--- src/rtl/core/mss_pkg.sv ---
// Shared constants and stage-to-stage types for the maximal square finder.
// No dependencies; every other file in rtl/core imports this package.
package mss_pkg;

  localparam int unsigned MaxColumns = 1024;
  localparam int unsigned ColW       = $clog2(MaxColumns);
  localparam int unsigned RowW       = 11;
  localparam int unsigned SideW      = 11;
  localparam int unsigned AreaW      = 21;

  localparam logic [RowW-1:0]  RowWidthReset = RowW'(MaxColumns);
  localparam logic [RowW-1:0]  RowWidthMax   = RowW'(MaxColumns);
  localparam logic [SideW-1:0] SideMax       = '1;
  localparam logic [AreaW-1:0] AreaMax       = '1;

  // Pixel as it leaves the scan cell, registered in the cycle after its transfer.
  typedef struct packed {
    logic            vld;
    logic            pixel;
    logic            frame_end;
    logic            border;     // first row or first column
    logic            row_end;
    logic [ColW-1:0] col;
  } scan_tok_t;

  // Frame result as it leaves the side cell.
  typedef struct packed {
    logic             vld;
    logic [SideW-1:0] best;
  } best_tok_t;

endpackage

--- src/rtl/core/mss_if.sv ---


interface mss_res_if;
  import mss_pkg::*;
  logic             valid;
  logic             ready;
  logic [SideW-1:0] best_side;
  logic [AreaW-1:0] best_area;
  modport source (output valid, output best_side, output best_area, input ready);
  modport sink   (input valid, input best_side, input best_area, output ready);
endinterface


--- src/rtl/core/mss_area_cell.sv ---
// Area cell: squares the best side and holds the result for the output port.
// Depends on mss_pkg and the interfaces in mss_if.sv.
module mss_area_cell (
  input  logic               clk_i,
  input  logic               rst_ni,
  input  mss_pkg::best_tok_t res_i,
  output logic               adv_o,
  mss_res_if.source          res_o
);
  import mss_pkg::*;

  logic                 out_vld_q;
  logic [SideW-1:0]     out_best_q;
  logic [AreaW-1:0]     out_area_q;
  logic [2*SideW-1:0]   prod;
  logic [AreaW-1:0]     area_sat;
  logic                 load;

  // The chain only has to hold when a second result reaches a full output register.
  assign load  = ~out_vld_q | res_o.ready;
  assign adv_o = load | ~res_i.vld;

  always_comb begin
    prod = {{SideW{1'b0}}, res_i.best} * {{SideW{1'b0}}, res_i.best};
    if (prod[2*SideW-1:AreaW] != '0) begin
      area_sat = AreaMax;
    end else begin
      area_sat = prod[AreaW-1:0];
    end
  end

  always_ff @(posedge clk_i or negedge rst_ni) begin
    if (!rst_ni) begin
      out_vld_q <= 1'b0;
    end else if (load) begin
      out_vld_q <= res_i.vld;
    end
  end

  always_ff @(posedge clk_i) begin
    if (load && res_i.vld) begin
      out_best_q <= res_i.best;
      out_area_q <= area_sat;
    end
  end

  assign res_o.valid     = out_vld_q;
  assign res_o.best_side = out_best_q;
  assign res_o.best_area = out_area_q;

endmodule

--- src/flat_wrapper.sv ---
// flat-port wrapper written by rule: the top's interface ports become plain ports
module mss_area_cell_flat import mss_pkg::*;
  (clk_i, rst_ni, res_i, adv_o, res_o_valid, res_o_best_side, res_o_best_area, res_o_ready);
  mss_res_if res_o_i ();
  input  logic clk_i;
  input  logic rst_ni;
  input  mss_pkg::best_tok_t res_i;
  output logic adv_o;
  output wire logic [$bits(res_o_i.valid)-1:0] res_o_valid;
  output wire logic [$bits(res_o_i.best_side)-1:0] res_o_best_side;
  output wire logic [$bits(res_o_i.best_area)-1:0] res_o_best_area;
  input wire logic [$bits(res_o_i.ready)-1:0] res_o_ready;
  assign res_o_valid = res_o_i.valid;
  assign res_o_best_side = res_o_i.best_side;
  assign res_o_best_area = res_o_i.best_area;
  assign res_o_i.ready = res_o_ready;
  mss_area_cell u_core (.clk_i(clk_i), .rst_ni(rst_ni), .res_i(res_i), .adv_o(adv_o), .res_o(res_o_i));
endmodule
--- config.mk ---
export PLATFORM = sky130hd
export DESIGN_NAME = mss_area_cell_flat
export DESIGN_NICKNAME = d
export VERILOG_FILES = /design/src/rtl/core/mss_pkg.sv /design/src/rtl/core/mss_if.sv /design/src/rtl/core/mss_area_cell.sv /design/src/flat_wrapper.sv
export SDC_FILE = /design/constraint.sdc
export NUM_CORES = 1
export LEC_CHECK = 0
export BUFFER_PORTS_ARGS = -buffer_cell sky130_fd_sc_hd__buf_2
export CORE_MARGIN = 3
export CORE_UTILIZATION = 55
export CTS_CLUSTER_SIZE = 12
export DETAILED_ROUTE_END_ITERATION = 10
export PLACE_DENSITY = 0.78
export SYNTH_ARGS = -nofsm -noshare
export SYNTH_HDL_FRONTEND = slang
export SYNTH_SLANG_ARGS = --single-unit
export TNS_END_PERCENT = 5
--- constraint.sdc ---
create_clock -name clk_i -period 1.65 [get_ports clk_i]
set_input_delay 0.495 -clock clk_i [delete_from_list [all_inputs] [get_ports clk_i]]
set_output_delay 0.495 -clock clk_i [all_outputs]
set_load 0.02 [all_outputs]
# Yosys cells after proc, flatten, opt, wreduce, memory -nomap -nowiden

Cells that the tools add are included.

Flip-flop bits (word level): 33
Bits in latches: 0
Bits in writable memories: 0
ROM bits: 0
Input bits: 15
Output and inout bits: 34
Logic and storage cells: 9
Memories: 0

Add/sub/neg operators: 0
Multipliers: 1
Divide/modulo/power cells: 0
Magnitude comparators: 0
Equality and inequality tests: 0
Shift operators: 0
Muxes and demuxes: 0
Bitwise logic cells: 4
Reductions and logical operators: 1

Operators by type and width:

| kind                         | count |
|---|---|
| multiplier 11 x 11 -> 22 bit | 1 |
| NOT 1 bit                    | 2 |
| OR 1 bit                     | 2 |
| logical AND 1 bit            | 1 |

# Depth between registers and ports, before layout

Depth in word-level cells: 3
Gate-level depth with buffers: 23
Depth with buffers taken out: 19

# Least setup slack after synthesis

OpenSTA, ideal clock, no wires.

Path type: input-to-reg
Start point: input res_i[10] (netlist bit)
End point: register u_core.out_area_q[19], in the netlist u_core.res_o.best_area[19] (data pin)
Setup time: 0.254 ns
Arrival: 5.337 ns
Required time: 1.396 ns
Slack: -3.941 ns
Cell stages on the path: 20
Buffers on the path: 3
Path through: clkbuf_1 -> and2_1 -> inv_1 -> fa_1 -> fa_1 -> inv_1 -> fa_1 -> fa_1 -> inv_1 -> fa_1 -> inv_1 -> ha_1 -> clkbuf_1 -> a21o_1 -> a31o_2 -> a31oi_2 -> o41ai_2 -> xor2_1 -> buf_4 -> a21bo_1

Word-level cells in the longest chain between the ends: 1

Ends and longest elaborated chain:

| element                      | line                | RTL |
|---|---|---|
| start, declared              | flat_wrapper.sv:7   | `input mss_pkg::best_tok_t res_i;` |
| multiplier 11 x 11 -> 22 bit | mss_area_cell.sv:24 | `prod = {{SideW{1'b0}}, res_i.best} * {{SideW{1'b0}}, res_i.best};` |
| end signal, assigned         | mss_area_cell.sv:43 | `out_area_q <= area_sat;` |
| end, declared                | mss_area_cell.sv:14 | `logic [AreaW-1:0] out_area_q;` |

Every way passes these cells.
A chain may end at the register's enable or synchronous reset.

# Final worst setup path

Start point: input res_i[3] (netlist bit)
End point: register u_core.out_area_q[19], in the netlist u_core.res_o.best_area[19] (data pin)

The elaborated chain is that of the path after synthesis.

==> impl_results.md <==
- Core ar.: 0.007888 sq mm
- Asr flop ratio synth: 3.030%
- Worst skew pair latency: 0.31 ns
- Pin count of the biggest net entering global routing: 33
- Main synth FF type: edfxtp_1
- RR Startpoint: u_core.res_o.valid$_DFFE_PN0N_
- ANT nets after route: 0
- Dpl cell area: 0.005722 sq mm
- Clock transition time at the flip-flop clock pins of the worst setup and hold paths: 0.10 ns
- Critical Path Source Type: primary input
- Hold crit path type: in -> reg
- # DRC: 0
- Diodes inserted: 0
- Seq/Total Area, Yosys: 21.55%
- WP depth: 19
- Detail Placement HPWL: 8.760 mm
- RSZ-0062 raised after global routing: yes
- CP Cell Sequence: buf_12 -> and2_4 -> fa_1 -> inv_2 -> fa_1 -> inv_2 -> fa_2 -> fa_1 -> inv_1 -> fa_1 -> inv_2 -> ha_4 -> a21o_1 -> a31o_4 -> a31oi_4 -> o41ai_2 -> xor2_1 -> buf_4 -> a21bo_1
- Maximum vdd drop: 1.490 mV
- Gate Count Post-Synth: 468
- Die area: 0.009447 sq mm
- CTS Buffer Depth: 2
- CTS sink count: 33
- Placer Congestion: 0.8955
- Area delta synth->final: 35.53%
- Max-slew violations: 0
- Initial antenna violation count: 0
- Crit Path Category: in -> reg
- Critical path required time: 1.71 ns
- Yosys Warn Count: 0
- Critical path startpoint: res_i[3]
- Arr. time, crit path: 5.01 ns
- Initial DRC count: 155
- CP bufs+invs: 6
- Worst path slowest cell: fa_1
- Syn_nets: 599
- Failing checks: setup timing
- Slowest Stage Delay on Critical Path: 0.55 ns
- Tot GR Track Use: 24.19%
- EDFF count, synth: 32
- Initial Util: 57.99%
- Slew HR: 75.36%
- Drt total wl: 11.08 mm
- CTS buffer count: 5
- Yosys top cell area share: 27.57%
- Most frequent cell after synthesis: inv_1
- Vias per cell: 5.238
- First-pass GRT wire length: 18.63 mm
- Pleak: 0.003136 uW
- FP Rows: 32
- Least-Margin Pin Slew: 0.3679 ns
- DP Cell Count: 705
- Skew final: 0.01605 ns
- Final nets: 747
- Critical Path Fanout Max: 8
- Cells on worst reg2reg path: 3
- Hold path cells: 1
- Post-route worst setup slack: -3.303 ns
- Worst Hold Launch: res_i[6]
- Io pins: 49
- Port bufs: 48
- Tcrit/Tclk final: 300.2%
- CP Capture Type: flip-flop
- Non-filler instance count after layout: 719
- Total of max-cap violations: 0
- Final Hold Viols: 0
- Synth Register Bits: 33
- CTS tree: yes
- Core Util, Final: 78.60%
- Mapped Area: 0.004574 sq mm
- WL per Instance: 15.41 microns
- Minimum clock period: 4.953 ns
- Outcome: complete, but fails checks
- Top cell type by total area after synthesis: fa_1
- Vias in the first global route: 4142
- Setup_tns: -68.40 ns
- Synth area leaders: fa_1, edfxtp_1, ha_1
- Drt first pass iters: 4
- Vias: 3766
- Die width: 97.20 microns
- Design area: 0.006200 sq mm
- Root buffer cell: clkbuf_8
- Overflow after GRT: 0
- Syn Area/Cell: 9.774 sq um
- Crit path top cell by count: fa_1
- Synth cell types: 46
- Commonest cells post-synth: inv_1, fa_1, ha_1
- Crit-path leading delay family: adder cells
- H-tree depth: 2
- Achievable Freq: 0.2019 GHz
- Setup Viol. Count Final: 21
- Die H: 97.20 microns
- P per Cell Area: 1951 mW/mm^2
- Share of layout cells above drive strength 1: 37.28%
timing repair:
action                                  CTS  global route
hold buffers                              1             0
endpoints found under the setup margin   21            21
resized for setup                        48            43
setup buffers                             2             2
hold endpoints to repair                  1             0
pin swaps                                22            41
gates cloned                              0             1
power by group:
group | switching, uW | internal (uW)
Clock | 386 | 293
Combinational | 5060 | 4960
Sequential | 47.4 | 1360
Total | 5490 | 6610
through the flow:
stage | power (uW) | setup slack, ns | hold WS (ns)
6_report | 12100 | -3.303 | 0.3939
5_1_grt | 13310 | -3.493 | 0.3961
4_1_cts | 11570 | -3.364 | 0.3918
3_5_place_dp | 10320 | -3.792 | 0.2706
3_3_place_gp | 10150 | -3.659 | 0.2700
2_1_floorplan | 7170 | -3.618 | 0.1994
flip-flops by register name, summed over array words and instances (netlist names):
name and flops:
u_core.res_o.best_side 11, u_core.res_o.valid 1, u_core.res_o.best_area 21
path summary, 6_finish.rpt:
| path | end | slack, ns |
|---|---|---|
| worst max-delay path | u_core.res_o.best_area[19]$_SDFFCE_PP1P_ | -3.30 |
| worst min-delay path | u_core.res_o.best_side[6]$_DFFE_PP_ | 0.39 |
| max in group asynchronous | u_core.res_o.valid$_DFFE_PN0N_ | 1.07 |
| min in group asynchronous | u_core.res_o.valid$_DFFE_PN0N_ | 0.49 |
| worst min register to register | u_core.res_o.valid$_DFFE_PN0N_ | 0.60 |
| worst max register to register | u_core.res_o.best_side[4]$_DFFE_PP_ | 0.42 |
logic make-up after synthesis:
| family | synth area share (%) |
|---|---|
| compound gates | 7.932 |
| xor+xnor | 4.212 |
| fa+ha+maj | 42.07 |
| buf+inv | 10.37 |
| flops | 21.55 |
| mux | 0.6838 |
| simple gates | 13.18 |
area by class of cell:
class                      count  area [sq um]
sequential                    33         985.9
clock buffer                   5         68.82
tap                          102         127.6
timing repair buffer         160          1250
inverter                     104         396.6
fill                         519          1688
clock inverter                 3         17.52
multi-input combinational    312          3353
layout by cell type, fill, tap and decap left out, types with 13 or more instances in the layout:
cell type    n
inv_2       13
inv_1       89
edfxtp_1    32
buf_4      106
fa_1        58
nand2_1     32
and2_1      22
ha_1        44
buf_2       37
worst reg2reg max path: cells and delay by family, from the launching register on:
family        cells  cell delay (ns)
buf+inv           1             0.23
flops             1             0.40
simple gates      2             0.29
per-layer routing:
layer	vias up	GRT usage, %	wire length (microns)
met5	-	0	0
met4	0	7.235	300
met3	25	2.584	327
met2	80	46.13	6077
met1	1873	28.34	4373
li1	1788	-	-
No activity file was read; power rests on OpenSTA's default activity.
