### config.mk
export PLATFORM = sky130hd
export DESIGN_NAME = mss_scan_cell
export DESIGN_NICKNAME = d
export VERILOG_FILES = /design/src/rtl/core/mss_pkg.sv /design/src/rtl/core/mss_scan_cell.sv
export SDC_FILE = /design/constraint.sdc
export NUM_CORES = 1
export LEC_CHECK = 0
export BUFFER_PORTS_ARGS = -buffer_cell sky130_fd_sc_hd__buf_2
export CORE_MARGIN = 2
export CORE_UTILIZATION = 30
export DETAILED_ROUTE_END_ITERATION = 8
export PLACE_DENSITY = 0.46
export SLEW_MARGIN = 25
export SYNTH_ARGS = -nofsm -noshare
export SYNTH_HDL_FRONTEND = slang
export SYNTH_SLANG_ARGS = --single-unit
### constraint.sdc
create_clock -name clk_i -period 3.45 [get_ports clk_i]
set_input_delay 0.1725 -clock clk_i [delete_from_list [all_inputs] [get_ports clk_i]]
set_output_delay 0.1725 -clock clk_i [all_outputs]
set_load 0.01 [all_outputs]
### src/rtl/core/mss_pkg.sv
// Shared constants and stage-to-stage types for the maximal square finder.
// No dependencies; every other file in rtl/core imports this package.
package mss_pkg;

  localparam int unsigned MaxColumns = 1024;
  localparam int unsigned ColW       = $clog2(MaxColumns);
  localparam int unsigned RowW       = 11;
  localparam int unsigned SideW      = 11;
  localparam int unsigned AreaW      = 21;

  localparam logic [RowW-1:0]  RowWidthReset = RowW'(MaxColumns);
  localparam logic [RowW-1:0]  RowWidthMax   = RowW'(MaxColumns);
  localparam logic [SideW-1:0] SideMax       = '1;
  localparam logic [AreaW-1:0] AreaMax       = '1;

  // Pixel as it leaves the scan cell, registered in the cycle after its transfer.
  typedef struct packed {
    logic            vld;
    logic            pixel;
    logic            frame_end;
    logic            border;     // first row or first column
    logic            row_end;
    logic [ColW-1:0] col;
  } scan_tok_t;

  // Frame result as it leaves the side cell.
  typedef struct packed {
    logic             vld;
    logic [SideW-1:0] best;
  } best_tok_t;

endpackage

### src/rtl/core/mss_scan_cell.sv
// Scan cell: tracks the raster position and issues the line buffer read.
// Depends on mss_pkg; feeds mss_side_cell.
module mss_scan_cell (
  input  logic                     clk_i,
  input  logic                     rst_ni,
  input  logic                     adv_i,
  input  logic                     pix_vld_i,
  input  logic                     pixel_i,
  input  logic                     frame_end_i,
  input  logic [mss_pkg::RowW-1:0] row_width_i,
  output logic                     rd_en_o,
  output logic [mss_pkg::ColW-1:0] rd_addr_o,
  output mss_pkg::scan_tok_t       tok_o
);
  import mss_pkg::*;

  logic [ColW-1:0] col_q, col_d;
  logic            first_q, first_d;
  logic [RowW-1:0] width_eff;
  logic            row_end;
  logic            acc;
  scan_tok_t       tok_q, tok_d;

  assign acc = pix_vld_i & adv_i;

  always_comb begin
    if (row_width_i == '0) begin
      width_eff = RowW'(1);
    end else if (row_width_i > RowWidthMax) begin
      width_eff = RowWidthMax;
    end else begin
      width_eff = row_width_i;
    end
    row_end = ({1'b0, col_q} + RowW'(1)) >= width_eff;

    col_d   = col_q;
    first_d = first_q;
    if (acc) begin
      if (frame_end_i) begin
        col_d   = '0;
        first_d = 1'b1;
      end else if (row_end) begin
        col_d   = '0;
        first_d = 1'b0;
      end else begin
        col_d = col_q + ColW'(1);
      end
    end

    tok_d           = tok_q;
    if (adv_i) begin
      tok_d.vld       = pix_vld_i;
      tok_d.pixel     = pixel_i;
      tok_d.frame_end = frame_end_i;
      tok_d.border    = first_q | (col_q == '0);
      tok_d.row_end   = row_end;
      tok_d.col       = col_q;
    end
  end

  always_ff @(posedge clk_i or negedge rst_ni) begin
    if (!rst_ni) begin
      col_q   <= '0;
      first_q <= 1'b1;
      tok_q   <= '0;
    end else begin
      col_q   <= col_d;
      first_q <= first_d;
      tok_q   <= tok_d;
    end
  end

  assign rd_en_o   = acc;
  assign rd_addr_o = col_q;
  assign tok_o     = tok_q;

endmodule

# After elaboration in Yosys (flattened, before gate mapping)
# Index checks and enable logic that the tools add are counted.
# W data, S select, Z words.
[totals]
output_inout_bits = 26
word_cells = 24
input_bits = 17
reg_bits = 26
[op_classes]
bitwise_logic = 2
n_lt_le_gt_ge = 2
n_mux = 6
reduce_logical = 4
add_sub_neg = 2
[op_table]
columns = ["operator", "n"]
rows = [
  ["$mux W11", 2],
  ["$mux W10", 2],
  ["$add A10 B1 Y11 const B", 1],
  ["$ge A11 B11 Y1", 1],
  ["$gt A11 B11 Y1 const B", 1],
  ["$logic_not A11 Y1", 1],
  ["$add A10 B1 Y10 const B", 1],
  ["$logic_not A10 Y1", 1],
  ["$mux W1", 2],
  ["$reduce_and A2 Y1", 1],
  ["$reduce_bool A2 Y1", 1],
  ["$and A1 B1 Y1", 1],
  ["$or A1 B1 Y1", 1],
]

# Depth between registers and ports, before layout
# Gate-level depths: netlist of the first run.
[depth]
depth_word = 6
mapped_depth = 11
mapped_depth_nobuf = 10

# Worst setup path before layout of the first run
# OpenSTA, ideal clock, no wires.
[synth_path]
path_type = "register to register"
from = "reg col_q[0], in the netlist rd_addr_o[0]"
to = "reg col_q[1], in the netlist rd_addr_o[1]"
t_arrival_ns = 2.520
period_less_slack_ns = 2.616
setup_slack_ns = 0.834
path_buffers = 1
required_time_ns = 3.354
setup_time_ns = 0.096
stages_incl_launch_ff = 12
cell_sequence = "dfrtp_1 ha_1 nand4_2 or2_0 xor2_1 inv_1 ha_1 a21oi_1 o21ai_1 a221o_1 buf_6 o32ai_2"
[synth_via]
elab_chain_len = 4
elab_cells_between_ends = 5
cone_classes = "add/sub (2); order compare (1); mux (2)"
[synth_lines]
columns = ["element", "line_no", "source"]
rows = [
  ["start: declaration", "mss_scan_cell.sv:17", "logic [ColW-1:0] col_q, col_d;"],
  ["start signal: assignment", "mss_scan_cell.sv:67", "col_q <= col_d;"],
  ["$add A10 B1 Y11", "mss_scan_cell.sv:34", "row_end = ({1'b0, col_q} + RowW'(1)) >= width_eff;"],
  ["$ge A11 B11 Y1", "mss_scan_cell.sv:34", ""],
  ["$mux W10 *", "mss_scan_cell.sv:42", "end else if (row_end) begin"],
  ["$mux W10 *", "mss_scan_cell.sv:39", "if (frame_end_i) begin"],
]
# Every way passes the cells marked *; elsewhere a longest branch is shown, timed or not.
# A chain may end at the register's enable or synchronous reset.

# Final worst setup path of the first run
[layout_path]
from = "reg col_q[0], in the netlist rd_addr_o[0]"
to = "reg tok_q (netlist bit tok_o[10])"
[layout_via]
elab_chain_len = 2
[layout_lines]
columns = ["element", "line_no", "source"]
rows = [
  ["$add A10 B1 Y11", "mss_scan_cell.sv:34", ""],
  ["$ge A11 B11 Y1", "mss_scan_cell.sv:34", ""],
  ["end signal: assignment", "mss_scan_cell.sv:69", "tok_q <= tok_d;"],
  ["end: declaration", "mss_scan_cell.sv:22", "scan_tok_t tok_q, tok_d;"],
]
# Every way passes these cells.

==> run metrics, run 1 <==
status=finished, final reports clean; fin crit period=2.978 ns; PwrDens=419.2 mW/mm^2; Slowest cell on crit path=a221o_1; fillers=521; CP max stage delay=0.59 ns; DIE HEIGHT=77.81 um; I/O Buffers=42; Setup-failing EPs final=0; ANT nets after route=0; area post-placement=0.001883 sq mm; Core Box Area=0.005172 sq mm; CP startpoint kind=flip-flop; Max IR drop VDD=0.2794 mV; FP Rows=26; final hold slack=0.1263 ns; data arrival time of the worst path=3.15 ns; fraction of layout cells with a size suffix above 1=0.3564; Max FO, Critical Path=12; drt wl/cell=14.07 um; Fin Setup TNS=0 ns; asr flop ratio synth=1.000; Post-Layout Inst Area=0.001938 sq mm; Net Switching=280.7 uW; Vias/cell=4.842; synthesized area per cell=9.964 sq um; final estimated routing congestion in global placement=0.7400; Resize count post-CTS=0; CTS Root Cell=clkbuf_8; Hold WC Path Type=input port to flip-flop; Nets=233; Lkg Pwr=0.9681 nW; die area=0.006054 sq mm; Starting Density=0.3159; CTS H-tree lvls=1; Initial DRC Count=34; vias=1317; mapped cell area=0.001634 sq mm; CTS tree=done; unique cell type count in the Yosys netlist=36; maximum clock path buffer count=2; Detailed Place HPWL=2922 um; crit end category=flip-flop; largest net degree at the start of global routing=27; top-level port count=43; Clock Pin Slew Worst Setup and Hold Paths=0.09 ns; RSZ-0062 raised after global routing=false; Worst EP required=3.62 ns; number of global-route vias before repair=1283; Slew Viols, Final=0; CP Cell Sequence=ha_1 -> nand4_2 -> or2_0 -> xor2_1 -> inv_1 -> ha_1 -> a21oi_1 -> o21ai_1 -> a221o_1 -> mux2_2; Synth Register Bits=26; total gr overflow=0; initial antenna violation count=0; Comb power frac=0.296; switching share of power=0.3455; Int Pwr=531.8 uW; DRC=0; dominant register cell in the synthesized netlist=dfrtp_1; clock network power share=0.220; dpl cells=267; Total GRT Usage=0.1347; CTS Buf Count=3; Routed WL=3826 um; most frequent CP cell=ha_1; Fin. Hold Viols=0; Flop pwr share=0.484; non-filler instance count after layout=272; post-CTS setup buffer count=0; Slew headroom=0.5656; clk_skew=0.004089 ns; P&R area growth vs syn=18.61%; later-pin clock latency in the skew report=0.27 ns; Post-synth EDFFs=0; FMAX=335.8 MHz; Synthesized Nets=194; sequential share of the synthesized area=0.3989; antenna cells=0; slew of the pin with the lowest slew margin=0.6514 ns; Tcrit/Tclk final=0.8632; First-pass DRT Iterations=4; Setup CP Type=flip-flop to flip-flop; first-pass GRT wire length=6396 um; Synth Warn #=0; cell count after synthesis=164; maxcap violations=0; CTS sink cnt=26; die width=77.81 um
## flip-flops by register name, indices dropped and copies added, names as in the netlist
name,flops
rd_addr_o,10
tok_o,15
first_q,1
## cells in the final DEF (no fill, tap or decap), types with 2 or more instances in the layout
cell,instances
buf_2,42
nand2_1,28
dfrtp_1,25
mux2_2,13
ha_1,13
inv_1,11
a21oi_1,9
nor4_1,5
xnor2_1,5
nor2_1,4
nand3_1,4
o21ai_1,4
o31ai_2,4
nor3_1,3
o21ai_0,3
nor2b_1,3
o41ai_2,3
clkbuf_8,3
or2_1,2
o32ai_2,2
## layer usage
metal | GRT usage | wire [um] | vias up
li1 | - | - | 657
met1 | 0.1987 | 1936 | 621
met2 | 0.2017 | 1697 | 34
met3 | 0.01860 | 143 | 5
met4 | 0.04286 | 48 | 0
met5 | 0 | 0 | -
## power by group through the flow
stage               logic, mW  registers, mW  clock network (mW)
global placement        0.239          0.397                   0
global route            0.271          0.400               0.205
detailed placement      0.243          0.399                   0
finish                  0.240          0.393               0.179
CTS                     0.245          0.393               0.187
floorplan               0.163          0.389                   0
## metrics by stage
| step | power (mW) | setup slack (ns) | util |
|---|---|---|---|
| 2_1_floorplan | 0.5525 | 0.8339 | - |
| 3_3_place_gp | 0.6362 | 0.5774 | 0.3641 |
| 3_5_place_dp | 0.6422 | 0.4887 | 0.3641 |
| 4_1_cts | 0.8253 | 0.4677 | 0.3747 |
| 5_1_grt | 0.8754 | 0.1655 | 0.3747 |
| 6_report | 0.8125 | 0.4719 | 0.3747 |
## synth_stat cells (2+ instances only)
cell	count	area share
o41ai_2	3	0.030
o31ai_2	4	0.031
dfrtp_1	25	0.38
buf_2	6	0.018
or2_1	2	0.0077
ha_1	13	0.10
nand3_1	4	0.012
o21ai_1	4	0.012
inv_1	11	0.025
xnor2_1	5	0.027
o32ai_2	2	0.020
nor2_1	4	0.0092
nor3_1	3	0.0092
nand2_1	28	0.064
a21oi_1	9	0.028
o21ai_0	3	0.0092
nor4_1	5	0.019
nor2b_1	3	0.011
mux2_2	13	0.090
## cell families after synthesis
kind of cell,count (synthesis),share of synthesized area
and+or+nand+nor,55,0.1646
AOI/OAI and AO/OA,29,0.1516
DFF,26,0.3989
buffers and inverters,21,0.05742
muxes,14,0.09571
adders and majority gates,13,0.09954
xor gates and xnor gates,6,0.03216
## critical path: cells and delay by family, from the launching register on
| kind | cells | cell delay [ns] |
|---|---|---|
| adders and majority gates | 2 | 0.56 |
| AOI/OAI and AO/OA | 3 | 0.82 |
| buffers and inverters | 1 | 0.08 |
| xor gates and xnor gates | 1 | 0.21 |
| muxes | 1 | 0.36 |
| and+or+nand+nor | 2 | 0.35 |
| DFF | 1 | 0.48 |
## what timing repair did
action / CTS / global route
hold buffers: 1 / 0
endpoints found under the setup margin: 0 / 0
endpoints found under the hold margin: 25 / 0
## path summary, 6_finish.rpt
kind,cells after the start,to,startpoint,slack (ns)
setup / recovery,10,tok_o[10],rd_addr_o[0],0.47
hold reg to reg,2,first_q,first_q,0.49
hold / removal,2,tok_o[13],pixel_i,0.13
min in group asynchronous,2,tok_o[2],rst_ni,0.43
max in group asynchronous,2,rd_addr_o[9],rst_ni,2.64
setup reg to reg,10,tok_o[10],rd_addr_o[0],0.47
## area by class of cell
cell class                      count  area, sq um  share of cell area
Sequential cell                    26        651.9              0.3363
Inverter                           12        45.04             0.02324
Multi-Input combinational cell    117        888.4              0.4584
Clock buffer                        4        45.04             0.02324
Timing Repair Buffer               43        220.2              0.1136
Tap cell                           70        87.58             0.04519
(Power assumes the default switching activity.)
==> run 2, diff against run 1 <==
==> constraint.sdc (replaced) <==
create_clock -name clk_i -period 3.45 [get_ports clk_i]
set_input_delay 0.5175 -clock clk_i [delete_from_list [all_inputs] [get_ports clk_i]]
set_output_delay 0.5175 -clock clk_i [all_outputs]
set_load 0.01 [all_outputs]
==> run 2 against run 1 <==
Effect of this change: clock skew is 0.0022 ns lower; count of clock-buffer cells in the layout stayed put; cell area is 0.13% lower; via count is 0.76% higher; global-route usage is 0.19 points lower; first-iteration DRC count is 21% higher; maximum frequency is 0.35% higher; routed wire length is 0.24% higher; critical endpoint unchanged; largest cell class unchanged.
==> run metrics, run 2 (synthesized netlist as in run 1, its figures left out) <==
Slew Viols, Final=0; later-pin clock latency in the skew report=0.27 ns; initial antenna violation count=0; Fin Setup TNS=0 ns; Detailed Place HPWL=2892 um; P&R area growth vs syn=18.45%; die width=77.81 um; Resize count post-CTS=0; CP Cell Sequence=ha_1 -> nand4_2 -> or2_0 -> xor2_1 -> inv_1 -> ha_1 -> a21oi_1 -> o21ai_1 -> a221o_1 -> mux2_2; Slowest cell on crit path=a221o_1; maximum clock path buffer count=2; final worst slack=0.4823 ns; vias=1327; DIE HEIGHT=77.81 um; Initial DRC Count=41; top-level port count=43; fin util=0.3742; R2R setup slack=0.48 ns; Slew headroom=0.5653; CTS Buf Count=3; DR WL met3=225 um; First-pass DRT Iterations=4; max reg flops=15; Nets=233; Setup CP Type=flip-flop to flip-flop; Lkg Pwr=0.9684 nW; Hold WC Path Type=input port to async pin; hold_buf cts=0; final estimated routing congestion in global placement=0.7814; Top Metal Used=met4; Tot Pwr=811.5 uW; ANT nets after route=0; PwrDens=419.2 mW/mm^2; Worst EP required=3.61 ns; Vias/cell=4.879; most frequent cells in the layout=42 x buf_2, 28 x nand2_1, 25 x dfrtp_1, 13 x mux2_2, 13 x ha_1; RSZ-0062 raised after global routing=false; Fin. Hold Viols=0; number of global-route vias before repair=1330; worst setup path startpoint=rd_addr_o[0]; die area=0.006054 sq mm; Tcrit/Tclk final=0.8602; CP max stage delay=0.59 ns; FP Rows=26; post-CTS setup buffer count=0; fraction of layout cells with a size suffix above 1=0.3614; Setup-failing EPs final=0; clk_skew=0.001903 ns; met1 WL=1942 um; Starting Density=0.3159; Routed WL=3835 um; Total GRT Usage=0.1327; Max IR drop VDD=0.1900 mV; drt wl/cell=14.10 um; crit end category=flip-flop; fin crit period=2.968 ns; Core Box Area=0.005172 sq mm; WL met2=1623 um; I/O Buffers=42; CP startpoint kind=flip-flop; commonest non-fill, non-tap cell in the layout=buf_2; first-pass GRT wire length=6403 um; largest net degree at the start of global routing=27; DRC=0; Setup WS pre-CTS=0.4224 ns; CTS sink cnt=26; Clock Pin Slew Worst Setup and Hold Paths=0.09 ns; total gr overflow=0; maxcap violations=0; CTS Root Cell=clkbuf_8; CTS tree=done; antenna cells=0; FMAX=337.0 MHz; Max FO, Critical Path=12; most frequent CP cell=ha_1; slew of the pin with the lowest slew margin=0.6518 ns; data arrival time of the worst path=3.13 ns; status=finished, final reports clean; CTS H-tree lvls=1; r2r startpoint=rd_addr_o[0]
run 2: cell types whose count changed in the layout (fill, tap and decap cells not counted):
cell	before	now
buf_4	0	1
dlygate4sd3_1	1	0
run 2: final cells by class:
| class | instances | area (sq um) |
|---|---|---|
| fill | 532 | 3237 |
| multi-input combinational | 117 | 888.4 |
| sequential | 26 | 651.9 |
| timing repair buffer | 43 | 217.7 |
| tap | 70 | 87.58 |
| clock buffer | 4 | 45.04 |
| inverter | 12 | 45.04 |
run 2: metal layers:
metal / vias up / track usage
li1: 652 / -
met1: 626 / 0.1930
met2: 44 / 0.2034
met3: 5 / 0.01977
met4: 0 / 0.03750
met5: - / 0
run 2: where the power goes:
part	leakage (nW)	switching [mW]	total [mW]	internal, mW
registers	0.334	0.0511	0.393	0.342
clock network	0.0228	0.0957	0.178	0.0828
logic	0.612	0.132	0.240	0.108
total	0.968	0.279	0.811	0.532
run 2: path summary, 6_finish.rpt:
kind / endpoint / cells past startpoint
max in group asynchronous: tok_o[10] / 1
min reg2reg: first_q / 2
min: tok_o[2] / 1
min in group clk_i: tok_o[13] / 2
max reg2reg: tok_o[10] / 10
max: tok_o[10] / 10
run 2: metrics by stage:
| stage | std cells | hold WS [ns] | area (sq um) |
|---|---|---|---|
| 4_1_cts | 272 | 0.2533 | 1936 |
| 6_report | 272 | 0.2361 | 1936 |
| 3_5_place_dp | 268 | 0.4763 | 1891 |
| 3_3_place_gp | 268 | 0.4684 | 1891 |
| 2_1_floorplan | 164 | 0.2219 | 1634 |
| 5_1_grt | 272 | 0.2814 | 1936 |
run 2: worst max-delay path, delay by kind of cell, from the launching register on:
kind / cells / cell delay, ns
fa+ha+maj: 2 / 0.57
xor+xnor: 1 / 0.20
simple gates: 2 / 0.36
buf+inv: 1 / 0.07
mux: 1 / 0.36
flops: 1 / 0.48
compound gates: 3 / 0.83
==> run 3, diff against run 2 <==
--- a/config.mk
+++ b/config.mk
@@ -9,4 +9,5 @@
 export CORE_MARGIN = 2
 export CORE_UTILIZATION = 30
+export CTS_BUF_LIST = sky130_fd_sc_hd__clkbuf_16
 export DETAILED_ROUTE_END_ITERATION = 8
 export PLACE_DENSITY = 0.46
==> constraint.sdc (replaced) <==
create_clock -name clk_i -period 3.45 [get_ports clk_i]
set_input_delay 0.69 -clock clk_i [delete_from_list [all_inputs] [get_ports clk_i]]
set_output_delay 0.69 -clock clk_i [all_outputs]
set_load 0.01 [all_outputs]
==> run 3 against run 2 <==
Effect of this change: setup slack improved by 0.064 ns; cell area increased by 1.7%; clock skew increased by 0.0021 ns; non-clock buffer count unchanged; maximum frequency increased by 2.2%; sequential power about the same; via count decreased by 0.75%; combinational power about the same; final cell count unchanged; core utilization increased by 0.65 points; count of clock-buffer cells in the layout decreased by 1; routed wire length decreased by 2.2%; critical endpoint unchanged; largest power group unchanged.
==> run metrics, run 3 (synthesized netlist as in run 1, its figures left out) <==
status=finished, final reports clean; fillers=514; Hold WC Path Type=input port to async pin; Resize count post-CTS=0; Routed WL=3750 um; fraction of layout cells with a size suffix above 1=0.3614; DRC=0; CP startpoint kind=flip-flop; drt wl/cell=13.79 um; R2R setup slack=0.55 ns; CTS sink cnt=26; clk_skew=0.004000 ns; maximum clock path buffer count=2; total gr overflow=0; largest net degree at the start of global routing=27; ANT nets after route=0; slew of the pin with the lowest slew margin=0.6482 ns; data arrival time of the worst path=3.05 ns; Max FO, Critical Path=12; vias=1317; max reg flops=15; CTS Root Cell=clkbuf_16; die area=0.006054 sq mm; Slew headroom=0.5677; initial antenna violation count=0; First-pass DRT Iterations=4; final estimated routing congestion in global placement=0.7710; Fin. Hold Viols=0; DIE HEIGHT=77.81 um; Total GRT Usage=0.1328; FP Rows=26; Starting Density=0.3159; number of global-route vias before repair=1317; CTS H-tree lvls=1; Initial DRC Count=33; later-pin clock latency in the skew report=0.26 ns; maxcap violations=0; Slew Viols, Final=0; post-CTS setup buffer count=0; hold_buf cts=0; CTS Buf Count=3; I/O Buffers=42; PwrDens=449.7 mW/mm^2; antenna cells=0; crit end category=flip-flop; fin crit period=2.904 ns; die width=77.81 um; dpl cells=268; FMAX=344.4 MHz; Nets=233; Max IR drop VDD=0.2086 mV; Lkg Pwr=0.9879 nW; Core Box Area=0.005172 sq mm; non-filler instance count after layout=272; Setup-failing EPs final=0; Vias/cell=4.842; Worst EP required=3.60 ns; Clock Pin Slew Worst Setup and Hold Paths=0.06 ns; worst r2r path cells=10; Setup CP Type=flip-flop to flip-flop; Fin Setup TNS=0 ns; top-level port count=43; RSZ-0062 raised after global routing=false; most frequent cells in the layout=42 x buf_2, 28 x nand2_1, 25 x dfrtp_1, 13 x mux2_2, 13 x ha_1; CTS tree=done; first-pass GRT wire length=6361 um; Detailed Place HPWL=2881 um; Tcrit/Tclk final=0.8416; commonest non-fill, non-tap cell in the layout=buf_2; P&R area growth vs syn=20.52%
run 3: path summary, 6_finish.rpt:
| kind | startpoint | endpoint |
|---|---|---|
| max | rd_addr_o[0] | tok_o[10] |
| min | rst_ni | tok_o[3] |
| max reg2reg | rd_addr_o[0] | tok_o[10] |
| min reg2reg | first_q | first_q |
| max in group asynchronous | rst_ni | tok_o[8] |
| min in group clk_i | first_q | first_q |
run 3: cell type report:
class                      instances  area, sq um  area share
clock buffer                       3        75.07     0.03812
timing repair buffer              43        217.7      0.1105
clock inverter                     1        3.754    0.001906
tap                               70        87.58     0.04447
multi-input combinational        117        888.4      0.4511
sequential                        26        651.9      0.3310
inverter                          12        45.04     0.02287
run 3: worst max-delay path: stages, from the launching register on:
cell,delay [ns]
dfrtp_1,0.46
ha_1,0.26
nand4_2,0.11
or2_0,0.23
xor2_1,0.20
inv_1,0.07
ha_1,0.31
a21oi_1,0.14
o21ai_1,0.07
a221o_1,0.59
mux2_2,0.36
run 3: report_power, final:
group / switching (mW) / internal [mW] / total (mW)
clock: 0.0991 / 0.155 / 0.254
sequential: 0.0488 / 0.342 / 0.391
combinational: 0.132 / 0.108 / 0.240
run 3: through the flow:
stage | hold WS [ns] | util | instance area [sq um] | power, mW | worst slack, ns
2_1_floorplan | 0.3944 | - | 1634 | 0.5525 | 0.8125
3_3_place_gp | 0.4685 | 0.3655 | 1891 | 0.6353 | 0.4239
3_5_place_dp | 0.4690 | 0.3655 | 1891 | 0.6410 | 0.3860
4_1_cts | 0.4461 | 0.3807 | 1969 | 0.9023 | 0.5047
5_1_grt | 0.4757 | 0.3807 | 1969 | 0.9500 | 0.2176
6_report | 0.4294 | 0.3807 | 1969 | 0.8856 | 0.5465
run 3: metal layers:
| layer | up-vias | wire, um | global-route usage |
|---|---|---|---|
| li1 | 654 | - | - |
| met1 | 628 | 1861 | 0.1895 |
| met2 | 30 | 1668 | 0.2052 |
| met3 | 5 | 188 | 0.02674 |
| met4 | 0 | 31 | 0.03214 |
| met5 | - | 0 | 0 |
